===== config.mk =====
export PLATFORM = sky130hd
export DESIGN_NAME = postfix_expression_evaluator_top
export DESIGN_NICKNAME = d
export VERILOG_FILES = /design/src/sv/pfx_pkg.sv /design/src/sv/postfix_expression_evaluator_top.sv /design/src/sv/pfx_ram.sv /design/src/sv/pfx_div.sv /design/src/sv/pfx_datapath.sv /design/src/sv/pfx_ctrl.sv
export SDC_FILE = /design/constraint.sdc
export NUM_CORES = 2
export LEC_CHECK = 0
export BUFFER_PORTS_ARGS = -buffer_cell sky130_fd_sc_hd__buf_4
export CAP_MARGIN = 25
export CORE_UTILIZATION = 45
export DETAILED_ROUTE_END_ITERATION = 8
export PLACE_DENSITY_LB_ADDON = 0.3
export SYNTH_ARGS = -nofsm -noshare
export SYNTH_HDL_FRONTEND = slang
export SYNTH_SLANG_ARGS = --single-unit

===== constraint.sdc =====
create_clock -name clk -period 21.9 [get_ports clk]
set_input_delay 3.285 -clock clk [delete_from_list [all_inputs] [get_ports clk]]
set_output_delay 3.285 -clock clk [all_outputs]
set_load 0.1 [all_outputs]

===== src/sv/pfx_pkg.sv =====
// Shared constants, codes and control structs for the postfix evaluator.
package pfx_pkg;

  localparam int STACK_DEPTH = 16;
  localparam int STACK_AW    = $clog2(STACK_DEPTH);
  localparam int STACK_CW    = $clog2(STACK_DEPTH + 1);
  localparam int DATA_W      = 32;

  localparam logic [7:0] CH_SPACE = 8'h20;
  localparam logic [7:0] CH_PLUS  = 8'h2B;
  localparam logic [7:0] CH_MINUS = 8'h2D;
  localparam logic [7:0] CH_STAR  = 8'h2A;
  localparam logic [7:0] CH_SLASH = 8'h2F;
  localparam logic [7:0] CH_ZERO  = 8'h30;
  localparam logic [7:0] CH_NINE  = 8'h39;

  localparam logic [1:0] MODE_IDLE   = 2'd0;
  localparam logic [1:0] MODE_DIGITS = 2'd1;
  localparam logic [1:0] MODE_OPER   = 2'd2;
  localparam logic [1:0] MODE_TAIL   = 2'd3;

  localparam logic [1:0] OP_ADD = 2'd0;
  localparam logic [1:0] OP_SUB = 2'd1;
  localparam logic [1:0] OP_MUL = 2'd2;
  localparam logic [1:0] OP_DIV = 2'd3;

  localparam logic [2:0] ST_OK     = 3'd0;
  localparam logic [2:0] ST_COUNT  = 3'd1;
  localparam logic [2:0] ST_UNDER  = 3'd2;
  localparam logic [2:0] ST_DIVZ   = 3'd3;
  localparam logic [2:0] ST_BADNUM = 3'd4;
  localparam logic [2:0] ST_OVER   = 3'd5;

  typedef struct packed {
    logic capture;    // latch an accepted character
    logic take;       // apply the character to the token state
    logic finish;     // close a number token (push) or an empty token
    logic op_fail;    // operator without two operands, or after an earlier error
    logic op_read;    // fetch the lower operand from the stack memory
    logic op_arith;   // write back an add, subtract or multiply
    logic op_divz;    // flag divide by zero
    logic div_start;  // launch the divider
    logic div_write;  // write back the quotient
    logic emit;       // load the result register and clear the stack
  } cmd_t;

  typedef struct packed {
    logic last;
    logic space;
    logic mode_oper;
    logic op_ok;
    logic op_div;
    logic b_zero;
    logic div_done;
    logic out_free;
  } stat_t;

endpackage


===== src/sv/postfix_expression_evaluator_top.sv =====
// Postfix integer expression evaluator: top level joining sequencer and datapath.
// Characters of a postfix expression enter one per transaction, the last one
// flagged by end_of_expr; one result (value, status) leaves after the last one.
// An ordinary character is captured, then applied to the token state. A space
// or the last character adds the token finish: a push for a number; for + - *
// the lower operand is read from the 16-entry stack memory, whose read data is
// registered, while the top of stack sits in a register; and for / a radix-2
// divider takes one quotient bit per cycle plus a sign fix-up. The last
// character loads the result register and waits there while an earlier result
// is still held by out_stall. Status codes: 0 ok, 1 not exactly one value left,
// 2 underflow, 3 divide by zero, 4 bad number, 5 stack overflow; value is zero
// whenever status is not ok, and the first error of an expression is kept.
module postfix_expression_evaluator_top (
  input  logic                              clk,
  input  logic                              rst,
  input  logic                              in_valid,
  output logic                              in_stall,
  input  logic [7:0]                        char_in,
  input  logic                              end_of_expr,
  output logic                              out_valid,
  input  logic                              out_stall,
  output logic signed [pfx_pkg::DATA_W-1:0] value,
  output logic [2:0]                        status
);

  pfx_pkg::cmd_t  cmd;
  pfx_pkg::stat_t stat;

  pfx_ctrl u_ctrl (
    .clk      (clk),
    .rst      (rst),
    .in_valid (in_valid),
    .in_stall (in_stall),
    .stat     (stat),
    .cmd      (cmd)
  );

  pfx_datapath u_dp (
    .clk         (clk),
    .rst         (rst),
    .cmd         (cmd),
    .stat        (stat),
    .char_in     (char_in),
    .end_of_expr (end_of_expr),
    .out_stall   (out_stall),
    .out_valid   (out_valid),
    .value       (value),
    .status      (status)
  );

endmodule


===== src/sv/pfx_ram.sv =====
// Generic single-write, single-read RAM with registered read data.
module pfx_ram #(
  parameter int WIDTH = 32,
  parameter int DEPTH = 16
) (
  input  logic                     clk,
  input  logic                     we,
  input  logic [$clog2(DEPTH)-1:0] waddr,
  input  logic [WIDTH-1:0]         wdata,
  input  logic                     re,
  input  logic [$clog2(DEPTH)-1:0] raddr,
  output logic [WIDTH-1:0]         rdata
);

  logic [WIDTH-1:0] mem [DEPTH];

  always_ff @(posedge clk) begin
    if (we) begin
      mem[waddr] <= wdata;
    end
    if (re) begin
      rdata <= mem[raddr];
    end
  end

endmodule


===== src/sv/pfx_div.sv =====
// Radix-2 restoring signed divider, truncating toward zero.
module pfx_div (
  input  logic                       clk,
  input  logic                       rst,
  input  logic                       start,
  input  logic [pfx_pkg::DATA_W-1:0] dividend,
  input  logic [pfx_pkg::DATA_W-1:0] divisor,
  output logic                       done,
  output logic [pfx_pkg::DATA_W-1:0] quotient
);

  localparam int W   = pfx_pkg::DATA_W;
  localparam int CNT = $clog2(W);

  logic           active;
  logic           fix;
  logic [CNT-1:0] cnt;
  logic [W-1:0]   rem;
  logic [W-1:0]   quo;
  logic [W-1:0]   dvs;
  logic           neg;
  logic [W:0]     rem_sh;
  logic [W:0]     diff;

  assign rem_sh   = {rem, quo[W-1]};
  assign diff     = rem_sh - {1'b0, dvs};
  assign quotient = quo;

  always_ff @(posedge clk) begin
    if (rst) begin
      active <= 1'b0;
      fix    <= 1'b0;
      done   <= 1'b0;
    end else begin
      done <= 1'b0;
      if (start) begin
        active <= 1'b1;
        fix    <= 1'b0;
      end else if (active && cnt == CNT'(W - 1)) begin
        active <= 1'b0;
        fix    <= 1'b1;
      end else if (fix) begin
        fix  <= 1'b0;
        done <= 1'b1;
      end
    end
  end

  always_ff @(posedge clk) begin
    if (start) begin
      quo <= dividend[W-1] ? W'(-dividend) : dividend;
      dvs <= divisor[W-1] ? W'(-divisor) : divisor;
      neg <= dividend[W-1] ^ divisor[W-1];
      rem <= '0;
      cnt <= '0;
    end else if (active) begin
      cnt <= cnt + CNT'(1);
      if (!diff[W]) begin
        rem <= diff[W-1:0];
        quo <= {quo[W-2:0], 1'b1};
      end else begin
        rem <= rem_sh[W-1:0];
        quo <= {quo[W-2:0], 1'b0};
      end
    end else if (fix && neg) begin
      // magnitude back to signed; the most negative value wraps onto itself
      quo <= W'(-quo);
    end
  end

endmodule


===== src/sv/pfx_datapath.sv =====
// Token state, operand stack, arithmetic and result register.
module pfx_datapath (
  input  logic                        clk,
  input  logic                        rst,
  input  pfx_pkg::cmd_t               cmd,
  output pfx_pkg::stat_t              stat,
  input  logic [7:0]                  char_in,
  input  logic                        end_of_expr,
  input  logic                        out_stall,
  output logic                        out_valid,
  output logic signed [pfx_pkg::DATA_W-1:0] value,
  output logic [2:0]                  status
);

  localparam int W  = pfx_pkg::DATA_W;
  localparam int AW = pfx_pkg::STACK_AW;
  localparam int CW = pfx_pkg::STACK_CW;

  logic [7:0]    ch;
  logic          last;
  logic [1:0]    mode;
  logic [W-1:0]  acc;
  logic [1:0]    op;
  logic [2:0]    err;
  logic [CW-1:0] count;
  logic [W-1:0]  tos;

  logic          is_space;
  logic          is_digit;
  logic [W-1:0]  digit_val;
  logic [W-1:0]  acc_next;
  logic [CW-1:0] below;
  logic [W-1:0]  opnd_a;
  logic [W-1:0]  arith_res;
  logic [W-1:0]  wb_res;
  logic          div_done;
  logic [W-1:0]  div_q;

  logic          ram_we;
  logic [AW-1:0] ram_waddr;
  logic [W-1:0]  ram_wdata;
  logic          ram_re;
  logic          push_ok;
  logic [2:0]    st_final;

  assign is_space  = (ch == pfx_pkg::CH_SPACE);
  assign is_digit  = (ch >= pfx_pkg::CH_ZERO) && (ch <= pfx_pkg::CH_NINE);
  assign digit_val = W'(ch - pfx_pkg::CH_ZERO);
  assign acc_next  = (acc << 3) + (acc << 1) + digit_val;
  assign below     = count - CW'(2);
  assign push_ok   = (count != CW'(pfx_pkg::STACK_DEPTH));

  always_comb begin
    case (op)
      pfx_pkg::OP_ADD: arith_res = opnd_a + tos;
      pfx_pkg::OP_SUB: arith_res = opnd_a - tos;
      pfx_pkg::OP_MUL: arith_res = opnd_a * tos;
      default:         arith_res = div_q;
    endcase
  end

  assign wb_res = cmd.div_write ? div_q : arith_res;

  // push writes at the count, a finished operator overwrites the lower operand
  always_comb begin
    ram_we    = 1'b0;
    ram_waddr = count[AW-1:0];
    ram_wdata = acc;
    if (cmd.finish && (mode == pfx_pkg::MODE_DIGITS || mode == pfx_pkg::MODE_TAIL) &&
        err == pfx_pkg::ST_OK && push_ok) begin
      ram_we = 1'b1;
    end else if (cmd.op_arith || cmd.div_write) begin
      ram_we    = 1'b1;
      ram_waddr = below[AW-1:0];
      ram_wdata = wb_res;
    end
  end

  assign ram_re = cmd.op_read;

  pfx_ram #(
    .WIDTH (W),
    .DEPTH (pfx_pkg::STACK_DEPTH)
  ) u_stack (
    .clk   (clk),
    .we    (ram_we),
    .waddr (ram_waddr),
    .wdata (ram_wdata),
    .re    (ram_re),
    .raddr (below[AW-1:0]),
    .rdata (opnd_a)
  );

  pfx_div u_div (
    .clk      (clk),
    .rst      (rst),
    .start    (cmd.div_start),
    .dividend (opnd_a),
    .divisor  (tos),
    .done     (div_done),
    .quotient (div_q)
  );

  always_comb begin
    if (err != pfx_pkg::ST_OK) begin
      st_final = err;
    end else if (count == CW'(1)) begin
      st_final = pfx_pkg::ST_OK;
    end else begin
      st_final = pfx_pkg::ST_COUNT;
    end
  end

  always_ff @(posedge clk) begin
    if (rst) begin
      mode  <= pfx_pkg::MODE_IDLE;
      acc   <= '0;
      err   <= pfx_pkg::ST_OK;
      count <= '0;
    end else if (cmd.take) begin
      if (!is_space) begin
        case (mode)
          pfx_pkg::MODE_IDLE: begin
            if (ch == pfx_pkg::CH_PLUS) begin
              mode <= pfx_pkg::MODE_OPER;
              op   <= pfx_pkg::OP_ADD;
            end else if (ch == pfx_pkg::CH_MINUS) begin
              mode <= pfx_pkg::MODE_OPER;
              op   <= pfx_pkg::OP_SUB;
            end else if (ch == pfx_pkg::CH_STAR) begin
              mode <= pfx_pkg::MODE_OPER;
              op   <= pfx_pkg::OP_MUL;
            end else if (ch == pfx_pkg::CH_SLASH) begin
              mode <= pfx_pkg::MODE_OPER;
              op   <= pfx_pkg::OP_DIV;
            end else if (is_digit) begin
              mode <= pfx_pkg::MODE_DIGITS;
              acc  <= digit_val;
            end else begin
              // bad token: note it, then skip the rest of it
              if (err == pfx_pkg::ST_OK) begin
                err <= pfx_pkg::ST_BADNUM;
              end
              mode <= pfx_pkg::MODE_TAIL;
              acc  <= '0;
            end
          end
          pfx_pkg::MODE_DIGITS: begin
            if (is_digit) begin
              acc <= acc_next;
            end else begin
              mode <= pfx_pkg::MODE_TAIL;
            end
          end
          default: begin
          end
        endcase
      end
    end else if (cmd.finish) begin
      if ((mode == pfx_pkg::MODE_DIGITS || mode == pfx_pkg::MODE_TAIL) &&
          err == pfx_pkg::ST_OK) begin
        if (push_ok) begin
          tos   <= acc;
          count <= count + CW'(1);
        end else begin
          err <= pfx_pkg::ST_OVER;
        end
      end
      mode <= pfx_pkg::MODE_IDLE;
      acc  <= '0;
    end else if (cmd.op_fail) begin
      if (err == pfx_pkg::ST_OK) begin
        err <= pfx_pkg::ST_UNDER;
      end
      mode <= pfx_pkg::MODE_IDLE;
      acc  <= '0;
    end else if (cmd.op_read) begin
      mode <= pfx_pkg::MODE_IDLE;
      acc  <= '0;
    end else if (cmd.op_divz) begin
      err <= pfx_pkg::ST_DIVZ;
    end else if (cmd.op_arith || cmd.div_write) begin
      tos   <= wb_res;
      count <= count - CW'(1);
    end else if (cmd.emit) begin
      count <= '0;
      err   <= pfx_pkg::ST_OK;
      mode  <= pfx_pkg::MODE_IDLE;
      acc   <= '0;
    end
  end

  always_ff @(posedge clk) begin
    if (cmd.capture) begin
      ch   <= char_in;
      last <= end_of_expr;
    end
  end

  always_ff @(posedge clk) begin
    if (rst) begin
      out_valid <= 1'b0;
    end else if (cmd.emit) begin
      out_valid <= 1'b1;
    end else if (!out_stall) begin
      out_valid <= 1'b0;
    end
  end

  always_ff @(posedge clk) begin
    if (cmd.emit) begin
      status <= st_final;
      value  <= (st_final == pfx_pkg::ST_OK) ? tos : '0;
    end
  end

  assign stat.last      = last;
  assign stat.space     = is_space;
  assign stat.mode_oper = (mode == pfx_pkg::MODE_OPER);
  assign stat.op_ok     = (err == pfx_pkg::ST_OK) && (count >= CW'(2));
  assign stat.op_div    = (op == pfx_pkg::OP_DIV);
  assign stat.b_zero    = (tos == '0);
  assign stat.div_done  = div_done;
  assign stat.out_free  = !out_valid || !out_stall;

`ifndef SYNTHESIS
  a_count_range: assert property (@(posedge clk) disable iff (rst)
    count <= CW'(pfx_pkg::STACK_DEPTH))
    else $error("stack count beyond depth");

  a_emit_clears: assert property (@(posedge clk) disable iff (rst)
    cmd.emit |=> (count == '0 && err == pfx_pkg::ST_OK && out_valid))
    else $error("state not cleared after result");

  a_err_zero: assert property (@(posedge clk) disable iff (rst)
    (out_valid && status != pfx_pkg::ST_OK) |-> (value == '0))
    else $error("non-zero value with error status");

  a_div_wb: assert property (@(posedge clk) disable iff (rst)
    cmd.div_write |-> (div_done && count >= CW'(2)))
    else $error("quotient written back without a finished divide");
`endif

endmodule


===== src/sv/pfx_ctrl.sv =====
// Sequencer for character intake, token finish, operators and result hand-off.
module pfx_ctrl (
  input  logic           clk,
  input  logic           rst,
  input  logic           in_valid,
  output logic           in_stall,
  input  pfx_pkg::stat_t stat,
  output pfx_pkg::cmd_t  cmd
);

  localparam logic [2:0] S_IDLE = 3'd0;
  localparam logic [2:0] S_CHAR = 3'd1;
  localparam logic [2:0] S_FIN  = 3'd2;
  localparam logic [2:0] S_EXEC = 3'd3;
  localparam logic [2:0] S_DIV  = 3'd4;
  localparam logic [2:0] S_OUT  = 3'd5;

  logic [2:0] state;
  logic [2:0] state_next;
  logic [2:0] after_tok;

  assign in_stall  = (state != S_IDLE);
  assign after_tok = stat.last ? S_OUT : S_IDLE;

  always_comb begin
    state_next = state;
    cmd        = '0;
    case (state)
      S_IDLE: begin
        if (in_valid) begin
          cmd.capture = 1'b1;
          state_next  = S_CHAR;
        end
      end
      S_CHAR: begin
        cmd.take   = 1'b1;
        state_next = (stat.space || stat.last) ? S_FIN : S_IDLE;
      end
      S_FIN: begin
        if (!stat.mode_oper) begin
          cmd.finish = 1'b1;
          state_next = after_tok;
        end else if (!stat.op_ok) begin
          cmd.op_fail = 1'b1;
          state_next  = after_tok;
        end else begin
          cmd.op_read = 1'b1;
          state_next  = S_EXEC;
        end
      end
      S_EXEC: begin
        if (!stat.op_div) begin
          cmd.op_arith = 1'b1;
          state_next   = after_tok;
        end else if (stat.b_zero) begin
          cmd.op_divz = 1'b1;
          state_next  = after_tok;
        end else begin
          cmd.div_start = 1'b1;
          state_next    = S_DIV;
        end
      end
      S_DIV: begin
        if (stat.div_done) begin
          cmd.div_write = 1'b1;
          state_next    = after_tok;
        end
      end
      S_OUT: begin
        // hold until the result register can take the new transaction
        if (stat.out_free) begin
          cmd.emit   = 1'b1;
          state_next = S_IDLE;
        end
      end
      default: begin
        state_next = S_IDLE;
      end
    endcase
  end

  always_ff @(posedge clk) begin
    if (rst) begin
      state <= S_IDLE;
    end else begin
      state <= state_next;
    end
  end

`ifndef SYNTHESIS
  a_one_cmd: assert property (@(posedge clk) disable iff (rst)
    $onehot0(cmd))
    else $error("more than one datapath command");

  a_div_wait: assert property (@(posedge clk) disable iff (rst)
    cmd.div_start |=> (state == S_DIV))
    else $error("divide launched without waiting");

  a_emit_only_free: assert property (@(posedge clk) disable iff (rst)
    cmd.emit |-> (state == S_OUT && stat.out_free))
    else $error("result loaded over a held result");
`endif

endmodule


==> tab_implementation.tex <==
\begin{tabular}{lr}
\hline
Metric & Value \\
\hline
\multicolumn{2}{l}{\textbf{Critical path}} \\
CP arrival & 9.13 ns \\
Kind of cell with the highest combined delay on the critical path & adder cells \\
Required time at the worst-slack endpoint & 22.20 ns \\
Worst R2R Start & u\_dp.u\_stack.rdata[4] \\
Cells along the critical path & buf\_4 -> nand2\_1 -> fa\_1 -> inv\_1 -> fa\_1 -> fa\_1 -> inv\_1 -> fa\_1 -> inv\_1 -> ha\_1 -> ha\_1 -> fa\_1 -> fa\_1 -> ha\_1 -> o21ai\_0 -> nor2\_1 -> o2bb2ai\_1 -> a211oi\_1 -> a21oi\_1 -> o21ai\_0 -> xnor2\_1 -> nand2\_1 -> o221ai\_1 -> o21ai\_1 \\
Worst reg2reg endpoint & u\_dp.u\_stack.mem[1][23] \\
Biggest fanout along the worst timing path & 19 \\
Worst path bufs/invs & 4 \\
Levels on crit path & 24 \\
Type of element launching the critical path & flip-flop \\
Worst reg-to-reg path cell count & 24 \\
Largest incremental delay on the critical path & 0.97 ns \\
Kind of end point of the critical path & flip-flop \\
WS Path Type & reg2reg \\
Slowest stage cell on the critical path & o21ai\_1 \\
Setup slack of the worst register-to-register path & 13.06 ns \\
Most frequent CP cell & fa\_1 \\
\multicolumn{2}{l}{\textbf{Routing}} \\
Vias after detailed routing & 36900 \\
Average wire per cell in the routed design & 23.3 µm \\
Post-route ant nets & 0 \\
First-pass iteration count of the detailed router & 6 \\
Overall routed net length & 148000 µm \\
Via density per instance & 5.78 \\
Number of remaining DRC errors & 0 \\
First-iteration detailed-routing DRC count & 3703 \\
\multicolumn{2}{l}{\textbf{Synthesis}} \\
Number of enable-type register cells in the synthesized netlist & 687 \\
Synth top area share & 38.0\% \\
Biggest area contributors in the synthesized netlist & edfxtp\_1, fa\_1, mux4\_2 \\
Instance count of the mapped netlist & 4720 \\
Synth async-reset ratio & 0\% \\
Seq cells post-synth & 773 \\
Avg Inst Size Synth & 11.5 µm² \\
Library cells used by synthesis & 92 \\
Post-synthesis sequential area ratio & 41.2\% \\
Cell area after synthesis & 54300 µm² \\
Flip-flop cell with the highest count after synthesis & edfxtp\_1 \\
Post-synthesis cell type with the largest combined area & edfxtp\_1 \\
Yosys warns & 0 \\
Synth Net Count & 5405 \\
\multicolumn{2}{l}{\textbf{Timing}} \\
Final worst hold slack & 0.448 ns \\
Max Slew Vio Count & 0 \\
Post-route minimum period & 8.84 ns \\
Max transition margin & 22.9\% \\
Post-route setup TNS & 0 ns \\
Tcrit/Tclk final & 40.3\% \\
Unrepaired setup endpoints after global routing & false \\
Number of hold-slack violations in the final timing report & 0 \\
Final-report setup violation count & 0 \\
Clk\_skew & 0.0405 ns \\
FMAX & 0.113 GHz \\
Transition time of the tightest slew-check pin & 1.15 ns \\
\multicolumn{2}{l}{\textbf{Finish}} \\
Number of inserted filler cells in the final layout & 10600 \\
Area delta synth->final & 9.66\% \\
Non-filler instance count after layout & 6377 \\
Final Net Count & 5382 \\
Most used cells in the layout excluding fill and tap cells & edfxtp\_1, inv\_1, fa\_1, nand2\_1, and2\_1 \\
Most frequent standard cell in the layout excluding fill and tap cells & edfxtp\_1 \\
Fin util & 49.7\% \\
Fraction of final layout cells sized beyond drive strength 1 & 11.3\% \\
\multicolumn{2}{l}{\textbf{Power}} \\
Switching fraction of total power & 33.5\% \\
Internal Power & 3.10 mW \\
Power density over the cells & 78.4 nW/µm² \\
Logic pwr share & 33.3\% \\
Relative contribution of the clock network to total power & 31.0\% \\
Peak supply drop & 0.0991 mV \\
Net load switching power & 1.56 mW \\
Static Leakage & 22.6 nW \\
Register share of total power & 35.7\% \\
\multicolumn{2}{l}{\textbf{Clocking}} \\
Max Buffers Root-to-Sink & 3 \\
Clock-pin slew of the registers on the worst-case setup and hold paths & 0.06 ns \\
Latest clock arrival within the worst-skew pair & 0.66 ns \\
Number of buffers inserted by post-CTS setup repair & 0 \\
Max H-tree Level & 3 \\
Number of hold-repair buffers added at the cts stage & 0 \\
CTS Root Buffer Type & clkbuf\_16 \\
TritonCTS Buffers & 80 \\
Post-cts resize count & 0 \\
Number of clock sinks seen by CTS & 773 \\
CTS tree & built \\
\multicolumn{2}{l}{\textbf{Die}} \\
Initial cell density of the core & 45.3\% \\
I/O pin count & 50 \\
Std cell rows & 127 \\
Vertical extent of the die & 349 µm \\
Area enclosed by the die boundary & 122000 µm² \\
Core Footprint & 120000 µm² \\
Die span in x & 349 µm \\
\multicolumn{2}{l}{\textbf{Placement}} \\
Number of placed cells counting well taps & 6221 \\
Final estimated routing congestion in global placement & 0.952 \\
Placed wire-length estimate after detailed placement & 97400 µm \\
Count of input and output buffers & 49 \\
\multicolumn{2}{l}{\textbf{Run}} \\
Number of max-capacitance violations reported & 0 \\
\multicolumn{2}{l}{\textbf{Global route}} \\
Maximum number of pins on one net before global-route repair & 72 \\
Initial antenna violation count & 5 \\
Via count of the first global-routing pass & 36800 \\
Overall Global Routing Usage & 24.6\% \\
GR Overflow Total & 0 \\
Global-route wire length before repair & 227000 µm \\
\multicolumn{2}{l}{\textbf{Min path}} \\
Worst hold path cell count & 2 \\
Hold Path Class & reg2reg \\
Startpoint of the worst hold path & u\_dp.u\_div.fix \\
Terminating pin of the worst hold path & u\_dp.u\_div.done \\
\multicolumn{2}{l}{\textbf{Status}} \\
Result of the run & finished clean \\
\hline
\end{tabular}
## sequential cells by signal, summed over array words and instances, names as in the netlist, 2 cells and up
register,flops
u_ctrl.state,3
u_dp.acc,32
u_dp.ch,8
u_dp.count,5
u_dp.err,3
u_dp.mode,2
u_dp.op,2
u_dp.status,3
u_dp.tos,32
u_dp.u_div.cnt,5
u_dp.u_div.dvs,32
u_dp.u_div.quotient,32
u_dp.u_div.rem,32
u_dp.u_stack.mem,512
u_dp.u_stack.rdata,32
u_dp.value,32
## logic make-up (layout without fill, tap and decap cells)
group / count (synthesis) / count (layout) / synth area share (%)
other: 0 / 1 / 0
muxes: 186 / 186 / 7.14
AOI/OAI and AO/OA: 716 / 716 / 8.38
buffers and inverters: 752 / 796 / 5.28
and+or+nand+nor: 1358 / 1358 / 12.2
xor gates and xnor gates: 263 / 263 / 4.27
DFF: 773 / 773 / 41.2
adders and majority gates: 672 / 672 / 21.5
## Yosys cell counts (86+ instances only)
| master | n |
|---|---|
| clkbuf_1 | 245 |
| xnor2_1 | 161 |
| nor2_1 | 287 |
| edfxtp_1 | 687 |
| inv_1 | 479 |
| nand2_1 | 430 |
| and2_1 | 349 |
| xor2_1 | 100 |
| a21oi_1 | 233 |
| mux4_2 | 160 |
| dfxtp_1 | 86 |
| fa_1 | 439 |
| ha_1 | 233 |
| o21ai_0 | 166 |
## tightest hold or removal path, delay by kind of cell, from the launching register on
family / cells / cell delay [ns]
and+or+nand+nor: 2 / 0.10
DFF: 1 / 0.31
## per-layer routing
metal | up-vias | part of all wire (%) | routed length [µm] | GRT usage (%)
met2 | 1619 | 46 | 68900 | 39.4
met1 | 18600 | 41 | 61100 | 34.2
li1 | 16300 | - | - | -
met3 | 323 | 8.8 | 13100 | 3.83
met5 | - | 0.019 | 28 | 0
met4 | 6 | 3.5 | 5200 | 8.66
## stage by stage
step / setup WS [ns] / area [µm²] / power, mW
floorplan: 14.37 / 54300 / 2.80
finish: 13.06 / 59600 / 4.67
CTS: 13.33 / 59500 / 4.67
global placement: 13.50 / 56600 / 3.20
global route: 12.82 / 59600 / 4.89
detailed placement: 13.37 / 56700 / 3.22
## worst max-delay path by stage
| stage | from | to | slack [ns] |
|---|---|---|---|
| 5_1_grt | u_dp.u_stack.rdata[15] | u_dp.u_stack.mem[6][23] | 12.82 |
| 2_1_floorplan | u_dp.tos[8] | u_dp.u_stack.mem[0][24] | 14.37 |
| 6_report | u_dp.u_stack.rdata[4] | u_dp.u_stack.mem[1][23] | 13.06 |
| 4_1_cts | u_dp.u_stack.rdata[15] | u_dp.u_stack.mem[0][24] | 13.33 |
| 3_5_place_dp | u_dp.u_stack.rdata[15] | u_dp.u_stack.mem[0][24] | 13.37 |
| 3_3_place_gp | u_dp.u_stack.rdata[15] | u_dp.u_stack.mem[1][24] | 13.50 |
## power by group through the flow
stage,Sequential (mW),Combinational [mW],Clock [mW]
after floorplan,1.69,1.12,0
after global placement,1.70,1.51,0
after detailed placement,1.70,1.52,0
after CTS,1.67,1.53,1.47
after global routing,1.67,1.69,1.52
final,1.67,1.55,1.45
## cell type report
type	count	area, µm²	share of cell area, %
diodes	1	2.50	0.00420
multi-input cells	3195	29300	49.1
well taps	1612	2020	3.39
inverters	480	1800	3.03
repair buffers	167	1290	2.16
clock buffers	96	2110	3.55
clock inverters	53	709	1.19
flip-flops and latches	773	22400	37.5
No activity file was read; power rests on OpenSTA's default activity.
